## src/rtl/slx_pkg.sv

```systemverilog
// Package: types, constants and helpers for the spiral low-bit extractor.
`timescale 1ns / 1ps
package slx_pkg;

   localparam int MAX_DIM    = 4096;
   localparam int MAGIC_MAX  = 8;
   localparam int QDEPTH     = MAGIC_MAX + 1;

   localparam int DIM_W      = 13;
   localparam int POS_W      = 12;
   localparam int LEG_W      = 13;
   localparam int PIX_W      = 8;
   localparam int BPP_W      = 4;
   localparam int BIDX_W     = 3;
   localparam int MAGIC_W    = 64;
   localparam int MLEN_W     = 4;
   localparam int LIMIT_W    = 20;
   localparam int FILL_W     = 4;
   localparam int CNT_W      = 4;
   localparam int CSR_IDX_W  = 4;
   localparam int CSR_DATA_W = 64;

   typedef enum logic [CSR_IDX_W-1:0] {
      REG_IMG_WIDTH       = 4'd0,
      REG_IMG_HEIGHT      = 4'd1,
      REG_BITS_PER_PIXEL  = 4'd2,
      REG_START_BIT_INDEX = 4'd3,
      REG_START_BYTE      = 4'd4,
      REG_MAGIC_WORD      = 4'd5,
      REG_MAGIC_LENGTH    = 4'd6,
      REG_PIXEL_LIMIT     = 4'd7
   } csr_reg_type;

   typedef enum logic [1:0] {
      DIR_UP    = 2'd0,
      DIR_RIGHT = 2'd1,
      DIR_DOWN  = 2'd2,
      DIR_LEFT  = 2'd3
   } dir_type;

   typedef struct packed {
      logic [DIM_W-1:0]   img_width;
      logic [DIM_W-1:0]   img_height;
      logic [BPP_W-1:0]   bits_per_pixel;
      logic [BIDX_W-1:0]  start_bit_index;
      logic [PIX_W-1:0]   start_byte;
      logic [MAGIC_W-1:0] magic_word;
      logic [MLEN_W-1:0]  magic_length;
      logic [LIMIT_W-1:0] pixel_limit;
   } cfg_type;

   // current settings, settings after this cycle's write, and restart strobe
   typedef struct packed {
      cfg_type cur;
      cfg_type nxt;
      logic    restart;
   } cfg_bus_type;

   // everything one sample produces; bytes[0] goes out first
   typedef struct packed {
      logic [POS_W-1:0]              next_x;
      logic [POS_W-1:0]              next_y;
      logic                          walk_over;
      logic                          end_found;
      logic [PIX_W-1:0]              partial_byte;
      logic [BIDX_W-1:0]             bit_position;
      logic                          byte_valid;
      logic [CNT_W-1:0]              count;
      logic [QDEPTH-1:0][PIX_W-1:0]  bytes;
   } rsp_type;

   localparam cfg_type CFG_RESET = '{
      img_width:       13'd640,
      img_height:      13'd480,
      bits_per_pixel:  4'd1,
      start_bit_index: 3'd7,
      start_byte:      8'd0,
      magic_word:      64'd0,
      magic_length:    4'd1,
      pixel_limit:     20'd1000
   };

   // dimensions above MAX_DIM behave as MAX_DIM
   function automatic logic [DIM_W-1:0] eff_dim(input logic [DIM_W-1:0] d);
      logic [DIM_W-1:0] r;
      r = (d > DIM_W'(MAX_DIM)) ? DIM_W'(MAX_DIM) : d;
      return r;
   endfunction

   // spiral start: centre of the effective image
   function automatic logic [POS_W-1:0] centre(input logic [DIM_W-1:0] d);
      logic [DIM_W-1:0] e;
      e = eff_dim(d);
      return e[DIM_W-1:1];
   endfunction

endpackage

```

## src/rtl/slx_csr.sv

```systemverilog
// Configuration register file with restart strobe.
`timescale 1ns / 1ps
module slx_csr (
   input  logic                               clock,
   input  logic                               reset,
   input  logic                               csr_valid,
   input  logic [slx_pkg::CSR_IDX_W-1:0]      csr_index,
   input  logic [slx_pkg::CSR_DATA_W-1:0]     csr_data,
   output slx_pkg::cfg_bus_type               cfg_bus
);
   import slx_pkg::*;

   cfg_type cfg_ff;
   cfg_type cfg_in;
   logic    restart;

   always_comb begin
      cfg_in  = cfg_ff;
      restart = 1'b0;
      if (csr_valid) begin
         case (csr_reg_type'(csr_index))
            REG_IMG_WIDTH: begin
               cfg_in.img_width = csr_data[DIM_W-1:0];
               restart = 1'b1;
            end
            REG_IMG_HEIGHT: begin
               cfg_in.img_height = csr_data[DIM_W-1:0];
               restart = 1'b1;
            end
            REG_BITS_PER_PIXEL: begin
               cfg_in.bits_per_pixel = csr_data[BPP_W-1:0];
               restart = 1'b1;
            end
            REG_START_BIT_INDEX: begin
               cfg_in.start_bit_index = csr_data[BIDX_W-1:0];
               restart = 1'b1;
            end
            REG_START_BYTE: begin
               cfg_in.start_byte = csr_data[PIX_W-1:0];
               restart = 1'b1;
            end
            REG_MAGIC_WORD: begin
               cfg_in.magic_word = csr_data[MAGIC_W-1:0];
               restart = 1'b1;
            end
            REG_MAGIC_LENGTH: begin
               cfg_in.magic_length = csr_data[MLEN_W-1:0];
               restart = 1'b1;
            end
            REG_PIXEL_LIMIT: begin
               cfg_in.pixel_limit = csr_data[LIMIT_W-1:0];
               restart = 1'b1;
            end
            default: ;  // unmapped index: ignored
         endcase
      end
   end

   always_ff @(posedge clock) begin
      if (reset) begin
         cfg_ff <= CFG_RESET;
      end else begin
         cfg_ff <= cfg_in;
      end
   end

   assign cfg_bus.cur     = cfg_ff;
   assign cfg_bus.nxt     = cfg_in;
   assign cfg_bus.restart = restart;

endmodule

```

## src/rtl/slx_core.sv

```systemverilog
// Walk, bit packing and terminator window: state and per-sample logic.
`timescale 1ns / 1ps
module slx_core (
   input  logic                        clock,
   input  logic                        reset,
   input  slx_pkg::cfg_bus_type        cfg_bus,
   input  logic                        take,
   input  logic [slx_pkg::PIX_W-1:0]   pixel_value,
   output slx_pkg::rsp_type            rec
);
   import slx_pkg::*;

   logic [POS_W-1:0]   pos_x_ff, pos_x_in;
   logic [POS_W-1:0]   pos_y_ff, pos_y_in;
   logic [LEG_W-1:0]   leg_len_ff, leg_len_in;
   logic [LEG_W-1:0]   leg_steps_ff, leg_steps_in;
   dir_type            dir_ff, dir_in;
   logic               first_ff, first_in;
   logic [PIX_W-1:0]   pack_byte_ff, pack_byte_in;
   logic [BIDX_W-1:0]  pack_idx_ff, pack_idx_in;
   logic [PIX_W-1:0]   win_ff [MAGIC_MAX];
   logic [PIX_W-1:0]   win_in [MAGIC_MAX];
   logic [FILL_W-1:0]  fill_ff, fill_in;
   logic [LIMIT_W-1:0] seen_ff, seen_in;
   logic               stopped_ff, stopped_in;
   logic               end_ff, end_in;

   cfg_type            cfg;
   logic [DIM_W-1:0]   eff_w, eff_h;
   logic [BPP_W-1:0]   bits;
   logic [MLEN_W-1:0]  len;

   assign cfg   = cfg_bus.cur;
   assign eff_w = eff_dim(cfg.img_width);
   assign eff_h = eff_dim(cfg.img_height);
   assign bits  = (cfg.bits_per_pixel > BPP_W'(8)) ? BPP_W'(8) : cfg.bits_per_pixel;
   assign len   = (cfg.magic_length > MLEN_W'(MAGIC_MAX)) ? MLEN_W'(MAGIC_MAX)
                                                          : cfg.magic_length;

   always_comb begin
      logic [PIX_W-1:0]             pb;
      logic [BIDX_W-1:0]            pi;
      logic                         done;
      logic [PIX_W-1:0]             cbyte;
      logic [FILL_W-1:0]            f;
      logic [CNT_W-1:0]             nob;
      logic [QDEPTH-1:0][PIX_W-1:0] obuf;
      logic [MAGIC_W-1:0]           m_al;
      logic [5:0]                   sh;
      logic                         mism;
      logic                         matched;
      logic                         oob;
      logic [POS_W-1:0]             nx, ny;
      logic [LEG_W-1:0]             steps1;

      pos_x_in     = pos_x_ff;
      pos_y_in     = pos_y_ff;
      leg_len_in   = leg_len_ff;
      leg_steps_in = leg_steps_ff;
      dir_in       = dir_ff;
      first_in     = first_ff;
      pack_byte_in = pack_byte_ff;
      pack_idx_in  = pack_idx_ff;
      win_in       = win_ff;
      fill_in      = fill_ff;
      seen_in      = seen_ff;
      stopped_in   = stopped_ff;
      end_in       = end_ff;

      pb      = pack_byte_ff;
      pi      = pack_idx_ff;
      done    = 1'b0;
      cbyte   = '0;
      f       = fill_ff;
      nob     = '0;
      obuf    = '0;
      sh      = {3'(4'(MAGIC_MAX) - len), 3'b000};
      m_al    = cfg.magic_word << sh;
      mism    = 1'b0;
      matched = 1'b0;
      oob     = 1'b0;
      nx      = pos_x_ff;
      ny      = pos_y_ff;
      steps1  = leg_steps_ff + LEG_W'(1);

      if (stopped_ff) begin
         // walk is over: report only
      end else if (first_ff) begin
         // priming: sample ignored, centre already reported
         first_in = 1'b0;
         if (eff_w == '0 || eff_h == '0) begin
            stopped_in = 1'b1;
         end
      end else begin
         // low bits, MSB first; at most one byte completes per sample
         for (int i = PIX_W - 1; i >= 0; i--) begin
            if (BPP_W'(i) < bits) begin
               pb[pi] = pixel_value[i];
               if (pi == '0) begin
                  done  = 1'b1;
                  cbyte = pb;
                  pb    = '0;
                  pi    = BIDX_W'(7);
               end else begin
                  pi = pi - BIDX_W'(1);
               end
            end
         end

         if (done) begin
            if (len == '0) begin
               obuf[0] = cbyte;
               nob     = CNT_W'(1);
            end else begin
               if (f >= FILL_W'(len)) begin
                  obuf[0] = win_in[0];
                  nob     = CNT_W'(1);
                  for (int k = 0; k < MAGIC_MAX - 1; k++) begin
                     win_in[k] = win_in[k+1];
                  end
                  f = FILL_W'(len) - FILL_W'(1);
               end
               win_in[f[BIDX_W-1:0]] = cbyte;
               f = f + FILL_W'(1);
               // window k pairs with terminator byte len-1-k
               for (int k = 0; k < MAGIC_MAX; k++) begin
                  if (MLEN_W'(k) < len && win_in[k] != m_al[(MAGIC_MAX-1-k)*8 +: 8]) begin
                     mism = 1'b1;
                  end
               end
               matched = (f == FILL_W'(len)) && !mism;
            end
         end

         if (matched) begin
            // rest of the sample is dropped, window discarded
            end_in     = 1'b1;
            stopped_in = 1'b1;
            f          = '0;
            pb         = '0;
            pi         = BIDX_W'(7);
         end else begin
            seen_in = seen_ff + LIMIT_W'(1);
            if (seen_in >= cfg.pixel_limit) begin
               stopped_in = 1'b1;
            end else begin
               case (dir_ff)
                  DIR_UP: begin
                     oob = (pos_y_ff == '0);
                     ny  = pos_y_ff - POS_W'(1);
                  end
                  DIR_RIGHT: begin
                     oob = ({1'b0, pos_x_ff} + DIM_W'(1)) >= eff_w;
                     nx  = pos_x_ff + POS_W'(1);
                  end
                  DIR_DOWN: begin
                     oob = ({1'b0, pos_y_ff} + DIM_W'(1)) >= eff_h;
                     ny  = pos_y_ff + POS_W'(1);
                  end
                  DIR_LEFT: begin
                     oob = (pos_x_ff == '0);
                     nx  = pos_x_ff - POS_W'(1);
                  end
                  default: ;
               endcase
               if (steps1 >= leg_len_ff) begin
                  leg_steps_in = '0;
                  if (dir_ff[0]) begin
                     leg_len_in = leg_len_ff + LEG_W'(1);
                  end
                  dir_in = dir_type'(dir_ff + 2'd1);
               end else begin
                  leg_steps_in = steps1;
               end
               if (oob) begin
                  stopped_in = 1'b1;
               end else begin
                  pos_x_in = nx;
                  pos_y_in = ny;
               end
            end
            // walk ended without terminator: flush the window behind any byte
            if (stopped_in) begin
               for (int k = 0; k < MAGIC_MAX; k++) begin
                  if (FILL_W'(k) < f) begin
                     if (nob != '0) begin
                        obuf[k+1] = win_in[k];
                     end else begin
                        obuf[k] = win_in[k];
                     end
                  end
               end
               nob = nob + CNT_W'(f);
               f   = '0;
            end
         end
      end

      pack_byte_in = pb;
      pack_idx_in  = pi;
      fill_in      = f;

      rec.next_x       = stopped_in ? '0 : pos_x_in;
      rec.next_y       = stopped_in ? '0 : pos_y_in;
      rec.walk_over    = stopped_in;
      rec.end_found    = end_in;
      rec.partial_byte = pack_byte_in;
      rec.bit_position = pack_idx_in;
      rec.byte_valid   = (nob != '0);
      rec.count        = (nob == '0) ? CNT_W'(1) : nob;
      rec.bytes        = obuf;
   end

   always_ff @(posedge clock) begin
      if (reset) begin
         pos_x_ff     <= centre(CFG_RESET.img_width);
         pos_y_ff     <= centre(CFG_RESET.img_height);
         leg_len_ff   <= LEG_W'(1);
         leg_steps_ff <= '0;
         dir_ff       <= DIR_UP;
         first_ff     <= 1'b1;
         pack_byte_ff <= CFG_RESET.start_byte;
         pack_idx_ff  <= CFG_RESET.start_bit_index;
         fill_ff      <= '0;
         seen_ff      <= '0;
         stopped_ff   <= 1'b0;
         end_ff       <= 1'b0;
      end else if (cfg_bus.restart) begin
         pos_x_ff     <= centre(cfg_bus.nxt.img_width);
         pos_y_ff     <= centre(cfg_bus.nxt.img_height);
         leg_len_ff   <= LEG_W'(1);
         leg_steps_ff <= '0;
         dir_ff       <= DIR_UP;
         first_ff     <= 1'b1;
         pack_byte_ff <= cfg_bus.nxt.start_byte;
         pack_idx_ff  <= cfg_bus.nxt.start_bit_index;
         fill_ff      <= '0;
         seen_ff      <= '0;
         stopped_ff   <= 1'b0;
         end_ff       <= 1'b0;
      end else if (take) begin
         pos_x_ff     <= pos_x_in;
         pos_y_ff     <= pos_y_in;
         leg_len_ff   <= leg_len_in;
         leg_steps_ff <= leg_steps_in;
         dir_ff       <= dir_in;
         first_ff     <= first_in;
         pack_byte_ff <= pack_byte_in;
         pack_idx_ff  <= pack_idx_in;
         fill_ff      <= fill_in;
         seen_ff      <= seen_in;
         stopped_ff   <= stopped_in;
         end_ff       <= end_in;
      end
   end

   // window contents: only entries below the fill count are ever read
   always_ff @(posedge clock) begin
      if (take && !cfg_bus.restart) begin
         win_ff <= win_in;
      end
   end

endmodule

```

## src/rtl/slx_outq.sv

```systemverilog
// Result register with byte queue; one result per transfer.
`timescale 1ns / 1ps
module slx_outq (
   input  logic                          clock,
   input  logic                          reset,
   input  logic                          load,
   input  slx_pkg::rsp_type              rec,
   input  logic                          rsp_ready,
   output logic                          can_take,
   output logic                          rsp_valid,
   output logic [slx_pkg::POS_W-1:0]     rsp_next_x,
   output logic [slx_pkg::POS_W-1:0]     rsp_next_y,
   output logic                          rsp_walk_over,
   output logic                          rsp_end_found,
   output logic [slx_pkg::PIX_W-1:0]     rsp_byte_out,
   output logic                          rsp_byte_valid,
   output logic [slx_pkg::PIX_W-1:0]     rsp_partial_byte,
   output logic [slx_pkg::BIDX_W-1:0]    rsp_bit_position,
   output logic                          rsp_is_last
);
   import slx_pkg::*;

   logic                         valid_ff, valid_in;
   rsp_type                      rec_ff, rec_in;
   logic                         last;
   logic                         pop;

   assign last     = (rec_ff.count == CNT_W'(1));
   assign pop      = valid_ff && rsp_ready;
   assign can_take = !valid_ff || (rsp_ready && last);

   always_comb begin
      valid_in = valid_ff;
      rec_in   = rec_ff;
      if (load) begin
         valid_in = 1'b1;
         rec_in   = rec;
      end else if (pop) begin
         if (last) begin
            valid_in = 1'b0;
         end else begin
            rec_in.count = rec_ff.count - CNT_W'(1);
            for (int k = 0; k < QDEPTH - 1; k++) begin
               rec_in.bytes[k] = rec_ff.bytes[k+1];
            end
            rec_in.bytes[QDEPTH-1] = '0;
         end
      end
   end

   always_ff @(posedge clock) begin
      if (reset) begin
         valid_ff <= 1'b0;
      end else begin
         valid_ff <= valid_in;
      end
   end

   always_ff @(posedge clock) begin
      rec_ff <= rec_in;
   end

   assign rsp_valid        = valid_ff;
   assign rsp_next_x       = rec_ff.next_x;
   assign rsp_next_y       = rec_ff.next_y;
   assign rsp_walk_over    = rec_ff.walk_over;
   assign rsp_end_found    = rec_ff.end_found;
   assign rsp_byte_out     = rec_ff.byte_valid ? rec_ff.bytes[0] : '0;
   assign rsp_byte_valid   = rec_ff.byte_valid;
   assign rsp_partial_byte = rec_ff.partial_byte;
   assign rsp_bit_position = rec_ff.bit_position;
   assign rsp_is_last      = last;

endmodule

```

## src/rtl/spiral_lsb_message_extractor_top.sv

```systemverilog
// Top level of the spiral low-bit message extractor.
//
//   channel | dir | handshake              | payload
//   --------+-----+------------------------+---------------------------------------
//   csr     | in  | csr_valid / csr_ready  | csr_index, csr_data (64b)
//   req     | in  | req_valid / req_ready  | req_pixel_value
//   rsp     | out | rsp_valid / rsp_ready  | rsp_next_x .. rsp_is_last (nine fields)
//
// Cycles: a sample is processed in the cycle it transfers; its results sit in
//   the result register from the next cycle. One sample per cycle while the
//   result side keeps up: a sample giving N results (N = 1, or up to 9 when
//   the walk ends and the delay window flushes) holds the result queue until
//   all N have left; the next sample transfers in the cycle the last leaves.
// Reset: synchronous, active high; restores the register defaults and
//   restarts the walk. A write to a mapped register also restarts the walk
//   (no clearing pass); a write to an unmapped index is dropped.
// Stalls: req_ready follows the result queue, never the walk state.
`timescale 1ns / 1ps
module spiral_lsb_message_extractor_top (
   input  logic                          clock,
   input  logic                          reset,
   input  logic                          csr_valid,
   output logic                          csr_ready,
   input  logic [slx_pkg::CSR_IDX_W-1:0] csr_index,
   input  logic [slx_pkg::CSR_DATA_W-1:0] csr_data,
   input  logic                          req_valid,
   output logic                          req_ready,
   input  logic [slx_pkg::PIX_W-1:0]     req_pixel_value,
   output logic                          rsp_valid,
   input  logic                          rsp_ready,
   output logic [slx_pkg::POS_W-1:0]     rsp_next_x,
   output logic [slx_pkg::POS_W-1:0]     rsp_next_y,
   output logic                          rsp_walk_over,
   output logic                          rsp_end_found,
   output logic [slx_pkg::PIX_W-1:0]     rsp_byte_out,
   output logic                          rsp_byte_valid,
   output logic [slx_pkg::PIX_W-1:0]     rsp_partial_byte,
   output logic [slx_pkg::BIDX_W-1:0]    rsp_bit_position,
   output logic                          rsp_is_last
);
   import slx_pkg::*;

   cfg_bus_type cfg_bus;
   rsp_type     rec;
   logic        can_take;
   logic        take;

   // registers are always writable; the user must write only while idle, which the block does not enforce
   assign csr_ready = 1'b1;

   assign req_ready = can_take;
   assign take      = req_valid && can_take;

   slx_csr u_csr (
      .clock     (clock),
      .reset     (reset),
      .csr_valid (csr_valid),
      .csr_index (csr_index),
      .csr_data  (csr_data),
      .cfg_bus   (cfg_bus)
   );

   // walk/pack/window state; rec is this cycle's sample outcome
   slx_core u_core (
      .clock       (clock),
      .reset       (reset),
      .cfg_bus     (cfg_bus),
      .take        (take),
      .pixel_value (req_pixel_value),
      .rec         (rec)
   );

   // result register plus byte queue for window flushes
   slx_outq u_outq (
      .clock            (clock),
      .reset            (reset),
      .load             (take),
      .rec              (rec),
      .rsp_ready        (rsp_ready),
      .can_take         (can_take),
      .rsp_valid        (rsp_valid),
      .rsp_next_x       (rsp_next_x),
      .rsp_next_y       (rsp_next_y),
      .rsp_walk_over    (rsp_walk_over),
      .rsp_end_found    (rsp_end_found),
      .rsp_byte_out     (rsp_byte_out),
      .rsp_byte_valid   (rsp_byte_valid),
      .rsp_partial_byte (rsp_partial_byte),
      .rsp_bit_position (rsp_bit_position),
      .rsp_is_last      (rsp_is_last)
   );

endmodule

```

## config.mk

```make
export PLATFORM = sky130hd
export DESIGN_NAME = spiral_lsb_message_extractor_top
export DESIGN_NICKNAME = d
export VERILOG_FILES = /design/src/rtl/slx_pkg.sv /design/src/rtl/slx_csr.sv /design/src/rtl/slx_core.sv /design/src/rtl/slx_outq.sv /design/src/rtl/spiral_lsb_message_extractor_top.sv
export SDC_FILE = /design/constraint.sdc
export NUM_CORES = 1
export LEC_CHECK = 0
export BUFFER_PORTS_ARGS = -buffer_cell sky130_fd_sc_hd__buf_2
export CELL_PAD_IN_SITES_DETAIL_PLACEMENT = 1
export CELL_PAD_IN_SITES_GLOBAL_PLACEMENT = 1
export CORE_MARGIN = 8
export CORE_UTILIZATION = 43
export CTS_CLUSTER_DIAMETER = 60
export DETAILED_ROUTE_END_ITERATION = 12
export PLACE_DENSITY_LB_ADDON = 0.1
export SLEW_MARGIN = 20
export SYNTH_ARGS = -nofsm -noshare
export SYNTH_HDL_FRONTEND = slang
export SYNTH_SLANG_ARGS = --single-unit
```

## constraint.sdc

```tcl
create_clock -name clock -period 29.6 [get_ports clock]
set_input_delay 5.92 -clock clock [delete_from_list [all_inputs] [get_ports clock]]
set_output_delay 5.92 -clock clock [all_outputs]
set_load 0.01 [all_outputs]
```

==> results of run 1 <==
[through the flow]
step / setup slack, ns / hold slack, ns / utilization [%] / instance area [µm²] / instances
floorplan: 17.58 / 0.433 / - / 31200 / 3880
global placement: 16.34 / 0.445 / 44.6 / 32300 / 4747
detailed placement: 15.69 / 0.450 / 44.6 / 32300 / 4747
CTS: 15.72 / 0.457 / 47.0 / 34100 / 4838
global route: 14.66 / 0.476 / 47.1 / 34100 / 4841
finish: 15.65 / 0.458 / 47.1 / 34100 / 4842
[layout make-up]
cell class / instances / area (µm²) / share of cell area (%)
flip-flops and latches: 398 / 9750 / 28.6
clock buffers: 73 / 1490 / 4.37
clock inverters: 18 / 277 / 0.811
inverters: 165 / 619 / 1.82
repair buffers: 195 / 1140 / 3.35
well taps: 959 / 1200 / 3.52
diodes: 3 / 7.51 / 0.0220
multi-input cells: 3031 / 19600 / 57.5
[cells in the mapped netlist (12+ instances only)]
| cell | n | share of area (%) |
|---|---|---|
| a211oi_1 | 46 | 1.1 |
| a21o_1 | 30 | 0.72 |
| a21oi_1 | 275 | 4.4 |
| a221o_1 | 12 | 0.38 |
| a22o_1 | 56 | 1.6 |
| a22oi_1 | 19 | 0.46 |
| a31oi_1 | 42 | 0.84 |
| and2_1 | 30 | 0.60 |
| and3_1 | 42 | 0.84 |
| buf_1 | 20 | 0.24 |
| buf_2 | 45 | 0.72 |
| buf_4 | 55 | 1.3 |
| clkbuf_1 | 156 | 1.9 |
| dfxtp_1 | 220 | 14 |
| edfxtp_1 | 178 | 17 |
| ha_1 | 119 | 4.8 |
| inv_1 | 156 | 1.9 |
| mux2_2 | 14 | 0.50 |
| mux2i_1 | 189 | 6.1 |
| nand2_1 | 582 | 7.0 |
| nand2b_1 | 28 | 0.56 |
| nand3_1 | 90 | 1.4 |
| nand4_1 | 33 | 0.66 |
| nor2_1 | 319 | 3.8 |
| nor2b_1 | 30 | 0.60 |
| nor3_1 | 60 | 0.96 |
| nor3b_1 | 13 | 0.31 |
| nor4_1 | 25 | 0.50 |
| o211ai_1 | 53 | 1.3 |
| o21a_1 | 38 | 0.91 |
| o21ai_0 | 199 | 3.2 |
| o21ai_1 | 20 | 0.32 |
| o221ai_1 | 25 | 0.70 |
| o22ai_1 | 122 | 2.4 |
| o31ai_1 | 27 | 0.65 |
| o32ai_1 | 13 | 0.36 |
| or3_1 | 29 | 0.58 |
| or4_1 | 19 | 0.46 |
| xnor2_1 | 99 | 2.8 |
| xor2_1 | 72 | 2.0 |
[how the worst min path moves through the flow]
stage	to	slack, ns
floorplan	u_csr.cfg_bus[214]	0.43
global placement	u_csr.cfg_bus[132]	0.44
detailed placement	u_csr.cfg_bus[143]	0.45
CTS	u_csr.cfg_bus[143]	0.46
global route	u_csr.cfg_bus[145]	0.48
finish	u_csr.cfg_bus[144]	0.46
[power by group through the flow]
stage               combinational [µW]  sequential [µW]  clock, µW
global route                       232              623        683
CTS                                214              621        664
finish                             218              622        655
detailed placement                 212              633          0
floorplan                          145              624          0
global placement                   207              631          0
[layer usage]
metal,vias up,global-route usage [%],share of wire (%)
met5,-,0,0
met4,0,12.2,4.2
met3,297,6.35,8.3
met2,1359,52.2,46
met1,15900,42.8,42
li1,14100,-,-
[worst max-delay path: cells and delay by family, from the launching register on]
| kind | cells | cell delay [ns] |
|---|---|---|
| AND/OR/NAND/NOR | 9 | 2.23 |
| AO/OA/AOI/OAI | 17 | 5.52 |
| buffers and inverters | 8 | 1.83 |
| flip-flops | 1 | 0.31 |
| adder cells (fa/ha/maj) | 9 | 3.26 |
| multiplexers | 2 | 0.49 |
[state kept, by name, summed over array words and instances (netlist names), 13 cells and up]
name                 flops
u_core.leg_len_ff       13
u_outq.rec_ff           76
u_core.seen_ff          20
u_core.leg_steps_ff     13
u_csr.cfg_bus          129
u_core.win_ff           64
[cell families after synthesis]
| kind of cell | synth area share (%) |
|---|---|
| AND/OR/NAND/NOR | 19.8 |
| AO/OA/AOI/OAI | 25.9 |
| multiplexers | 6.93 |
| XOR/XNOR | 4.79 |
| flip-flops | 31.2 |
| buffers and inverters | 6.49 |
| other | 0.0120 |
| adder cells (fa/ha/maj) | 4.89 |
==> results.json, run 1 <==
{
  "outcome": "finished, final reports clean",
  "fp.dieW_um": 286,
  "drt_pre_antenna_iters": 5,
  "tns_ns": 0,
  "final_nets": 4044,
  "routed_via_density": 6.54,
  "startpoint_type": "flop",
  "layout_common_cells": "nand2_1 (580), nor2_1 (313), a21oi_1 (273), dfxtp_1 (219), o21ai_0 (197)",
  "avgRoutedWirePerCell_um": 28.5,
  "cts_tree": "done",
  "syn_inst": 3880,
  "fill_cells": 8682,
  "clockBufferDepth": 3,
  "grt_pass1_vias": 31900,
  "grt_max_degree": 88,
  "dieArea_um2": 81500,
  "initial_core_util_pct": 43.1,
  "max-vdd-ir-drop_v": 0.0000473,
  "io_buffer_count": 129,
  "wl_um": 138000,
  "grt_first_pass_wirelength_um": 206000,
  "post_cts_buffers": 0,
  "coreArea_um2": 72500,
  "synth_edf_count": 178,
  "holdBufCountCts": 0,
  "power.total_uw": 1500,
  "die_h_um": 286,
  "place_congestion": 1.05,
  "drive_above_1_share_pct": 10.3,
  "power_frac_seq_pct": 41.6,
  "power.leakage_uw": 0.0128,
  "dp_hpwl_um": 105000,
  "cp.required_ns": 29.92,
  "clk_pin_slew_ns": 0.06,
  "numCtsBuffers": 51,
  "hold_viol": 0,
  "yosysWarnings": 0,
  "switchingPower_uw": 427,
  "htree_levels": 2,
  "synth_fp_nets": 4082,
  "p_int_uw": 1070,
  "worstPathArrival_ns": 14.27,
  "ys_types": 124,
  "drv_slew": 0,
  "syn-cell-area_um2": 31200,
  "num_vias": 31700,
  "setup_viol": 0,
  "crit_path_start": "u_core.pack_idx_ff[0]",
  "root_buffer": "clkbuf_16",
  "insertion_delay_ns": 0.63,
  "tightest_slew_ns": 1.24,
  "whs_path_depth": 2,
  "p_sw_share_pct": 28.5,
  "worst_setup_path_end_kind": "flop",
  "num_rows": 99,
  "crit_fanout": 29,
  "combPwrFrac_pct": 14.6,
  "ys_async_sr_fraction_pct": 0,
  "drc": 0,
  "slowest_stage": "a21boi_1",
  "detail-route-antenna-nets": 0,
  "cpMostUsedCell": "ha_1",
  "clock_sinks": 398,
  "critical_path_class": "flop to flop",
  "io_pins": 131,
  "power_frac_clock_pct": 43.8,
  "cts.repair.resized": 0,
  "hold_path_class": "flop to flop",
  "crit_path_end": "u_outq.rsp_next_x[8]",
  "drt_iter0_drc": 2896,
  "area_growth_pct": 9.14,
  "postSynthAreaPerCell_um2": 8.05,
  "period_needed_ns": 13.95,
  "r2r-start": "u_core.pack_idx_ff[0]",
  "clock.fmax_mhz": 71.7,
  "grt-ovfl-total": 0,
  "antenna_found_initial": 5,
  "maxSlewHeadroom_pct": 16.8,
  "drv_cap": 0,
  "power_density_nw_per_um2": 43.8,
  "ys_seq_elements": 398,
  "cpPeakStageDelay_ns": 0.71,
  "skew_ns": 0.0464,
  "rrSetupSlack_ns": 15.65,
  "rsz0062_at_grt": "no",
  "layout_commonest_cell": "nand2_1",
  "worstHoldStart": "u_csr.cfg_bus[144]",
  "fin_crit_sh_pct": 47.1,
  "seq_area_frac_synth_pct": 31.2,
  "r2r_cells": 45,
  "track_usage_pct": 32.4,
  "reg2reg_to": "u_outq.rsp_next_x[8]",
  "synth_ff_type": "dfxtp_1"
}
Power figures use the tool's default switching activity.
==> run 2, diff against run 1 <==
clock period = 13.85 ns   (was 29.6 ns; I/O delays follow)
==> run 2 against run 1 <==
Compared with the run above:
- final cell count increased by 0.52%
- global-route usage increased by 0.67 points
- cell area increased by 0.39%
- setup slack got worse by 14 ns
- sequential power increased by 110%
- first-iteration DRC count increased by 14%
- via count increased by 1.4%
- largest power group unchanged
- critical path depth increased by 3
- die area unchanged
- wire length increased by 2.3%
- largest cell class unchanged
- critical path type unchanged
- clock skew increased by 0.040 ns
==> results.json, run 2 (synthesis results as in run 1) <==
{
  "grt_pass1_vias": 32500,
  "setup_viol": 0,
  "crit_fanout": 21,
  "grt-ovfl-total": 0,
  "tightest_slew_ns": 1.21,
  "layout_commonest_cell": "nand2_1",
  "insertion_delay_ns": 0.66,
  "power_density_nw_per_um2": 92.6,
  "drt_pre_antenna_iters": 6,
  "largest_reg_flops": 129,
  "num_rows": 99,
  "io_pins": 131,
  "clockBufferDepth": 3,
  "post-place-ws_ns": 1.37,
  "num_vias": 32100,
  "place_congestion": 1.05,
  "clk_pin_slew_ns": 0.07,
  "r2r-start": "u_core.pack_idx_ff[1]",
  "rrSetupSlack_ns": 1.32,
  "clock_sinks": 398,
  "fill_cells": 8709,
  "cts_tree": "done",
  "slowest_stage": "ha_1",
  "area_growth_pct": 9.57,
  "numCtsBuffers": 51,
  "hold_path_class": "flop to flop",
  "drv_slew": 0,
  "die_h_um": 286,
  "tns_ns": 0,
  "worstPathArrival_ns": 13.02,
  "grt_max_degree": 89,
  "final_nets": 4065,
  "r2r_cells": 48,
  "clock.fmax_mhz": 79.8,
  "detail-route-antenna-nets": 0,
  "htree_levels": 2,
  "fin_crit_sh_pct": 90.4,
  "fp.dieW_um": 286,
  "worst_setup_path_end_kind": "flop",
  "avgRoutedWirePerCell_um": 29.0,
  "cpMostUsedCell": "ha_1",
  "drv_cap": 0,
  "period_needed_ns": 12.53,
  "drt_iter0_drc": 3298,
  "fin_ws_ns": 1.32,
  "layout_common_cells": "nand2_1 (580), nor2_1 (313), a21oi_1 (272), dfxtp_1 (219), o21ai_0 (199)",
  "initial_core_util_pct": 43.1,
  "cts.repair.resized": 0,
  "whs_endpoint": "u_csr.cfg_bus[148]",
  "coreArea_um2": 72500,
  "maxSlewHeadroom_pct": 18.3,
  "skew_ns": 0.0861,
  "whs_path_depth": 2,
  "root_buffer": "clkbuf_16",
  "drc": 0,
  "outcome": "finished, final reports clean",
  "max-vdd-ir-drop_v": 0.000108,
  "antenna_found_initial": 4,
  "worstHoldStart": "u_csr.cfg_bus[148]",
  "routed_via_density": 6.60,
  "reg2reg_to": "u_core.pos_y_ff[4]",
  "wl_um": 141000,
  "hold_viol": 0,
  "drive_above_1_share_pct": 10.9,
  "cpPeakStageDelay_ns": 0.48,
  "rsz0062_at_grt": "no",
  "dp_hpwl_um": 109000,
  "cp.required_ns": 14.34,
  "io_buffer_count": 129,
  "power.leakage_uw": 0.0129,
  "critical_path_class": "flop to flop",
  "track_usage_pct": 33.1,
  "holdBufCountCts": 0,
  "dieArea_um2": 81500,
  "startpoint_type": "flop",
  "crit_path_start": "u_core.pack_idx_ff[1]",
  "grt_first_pass_wirelength_um": 210000,
  "post_cts_buffers": 0
}
==> run 2: cell types whose count changed in the layout (fill, tap and decap cells not counted), sizes merged <==
cell	before	now
buf	195	216
clkinv	10	14
inv	167	165
clkinvlp	1	9
diode	3	4
clkbuf	73	67
bufinv	5	4
==> run 2: cell type report <==
| cell class | instances | area [µm²] | share of cell area, % |
|---|---|---|---|
| multi-input cells | 3031 | 19600 | 57.3 |
| inverters | 165 | 619 | 1.81 |
| clock inverters | 27 | 342 | 0.998 |
| well taps | 959 | 1200 | 3.50 |
| flip-flops and latches | 398 | 9750 | 28.5 |
| clock buffers | 67 | 1390 | 4.06 |
| diodes | 4 | 10.0 | 0.0292 |
| repair buffers | 216 | 1310 | 3.84 |
==> run 2: power by group <==
part / internal, µW / total [µW] / switching [µW] / leakage, µW
registers: 1290 / 1330 / 39.9 / 0.00351
clock network: 792 / 1370 / 576 / 0.000812
logic: 150 / 471 / 321 / 0.00858
total: 2230 / 3170 / 936 / 0.0129
==> run 2: worst max-delay path by stage <==
stage,endpoint,slack (ns),cells past startpoint
floorplan,u_outq.rsp_next_x[3],3.79,54
global placement,u_outq.rsp_next_y[7],1.90,46
detailed placement,u_outq.rsp_next_y[7],1.37,46
CTS,u_outq.rsp_next_x[3],1.32,46
global route,u_outq.rsp_next_x[6],0.77,48
finish,u_core.pos_y_ff[4],1.32,48
==> run 2: metrics by stage <==
step	instances	utilization [%]	instance area (µm²)	total power [µW]	hold WS, ns
floorplan	3880	-	31200	1640	0.433
global placement	4769	44.8	32500	1800	0.446
detailed placement	4769	44.8	32500	1810	0.456
CTS	4863	47.2	34200	3180	0.464
global route	4866	47.2	34200	3260	0.482
finish	4867	47.2	34200	3170	0.458
==> run 2: worst max-delay path, delay by kind of cell, from the launching register on <==
kind                     cells  cell delay [ns]
multiplexers                 2             0.63
flip-flops                   1             0.30
AO/OA/AOI/OAI               16             3.74
XOR/XNOR                     1             0.31
AND/OR/NAND/NOR              9             2.15
adder cells (fa/ha/maj)      9             3.01
buffers and inverters       11             2.27
==> run 2: per-layer routing <==
metal	track usage, %	routed length [µm]	up-vias
li1	-	-	14200
met1	44.2	60000	16100
met4	13.8	6440	2
met3	6.39	11800	301
met2	52.1	62800	1500
met5	0	10	-
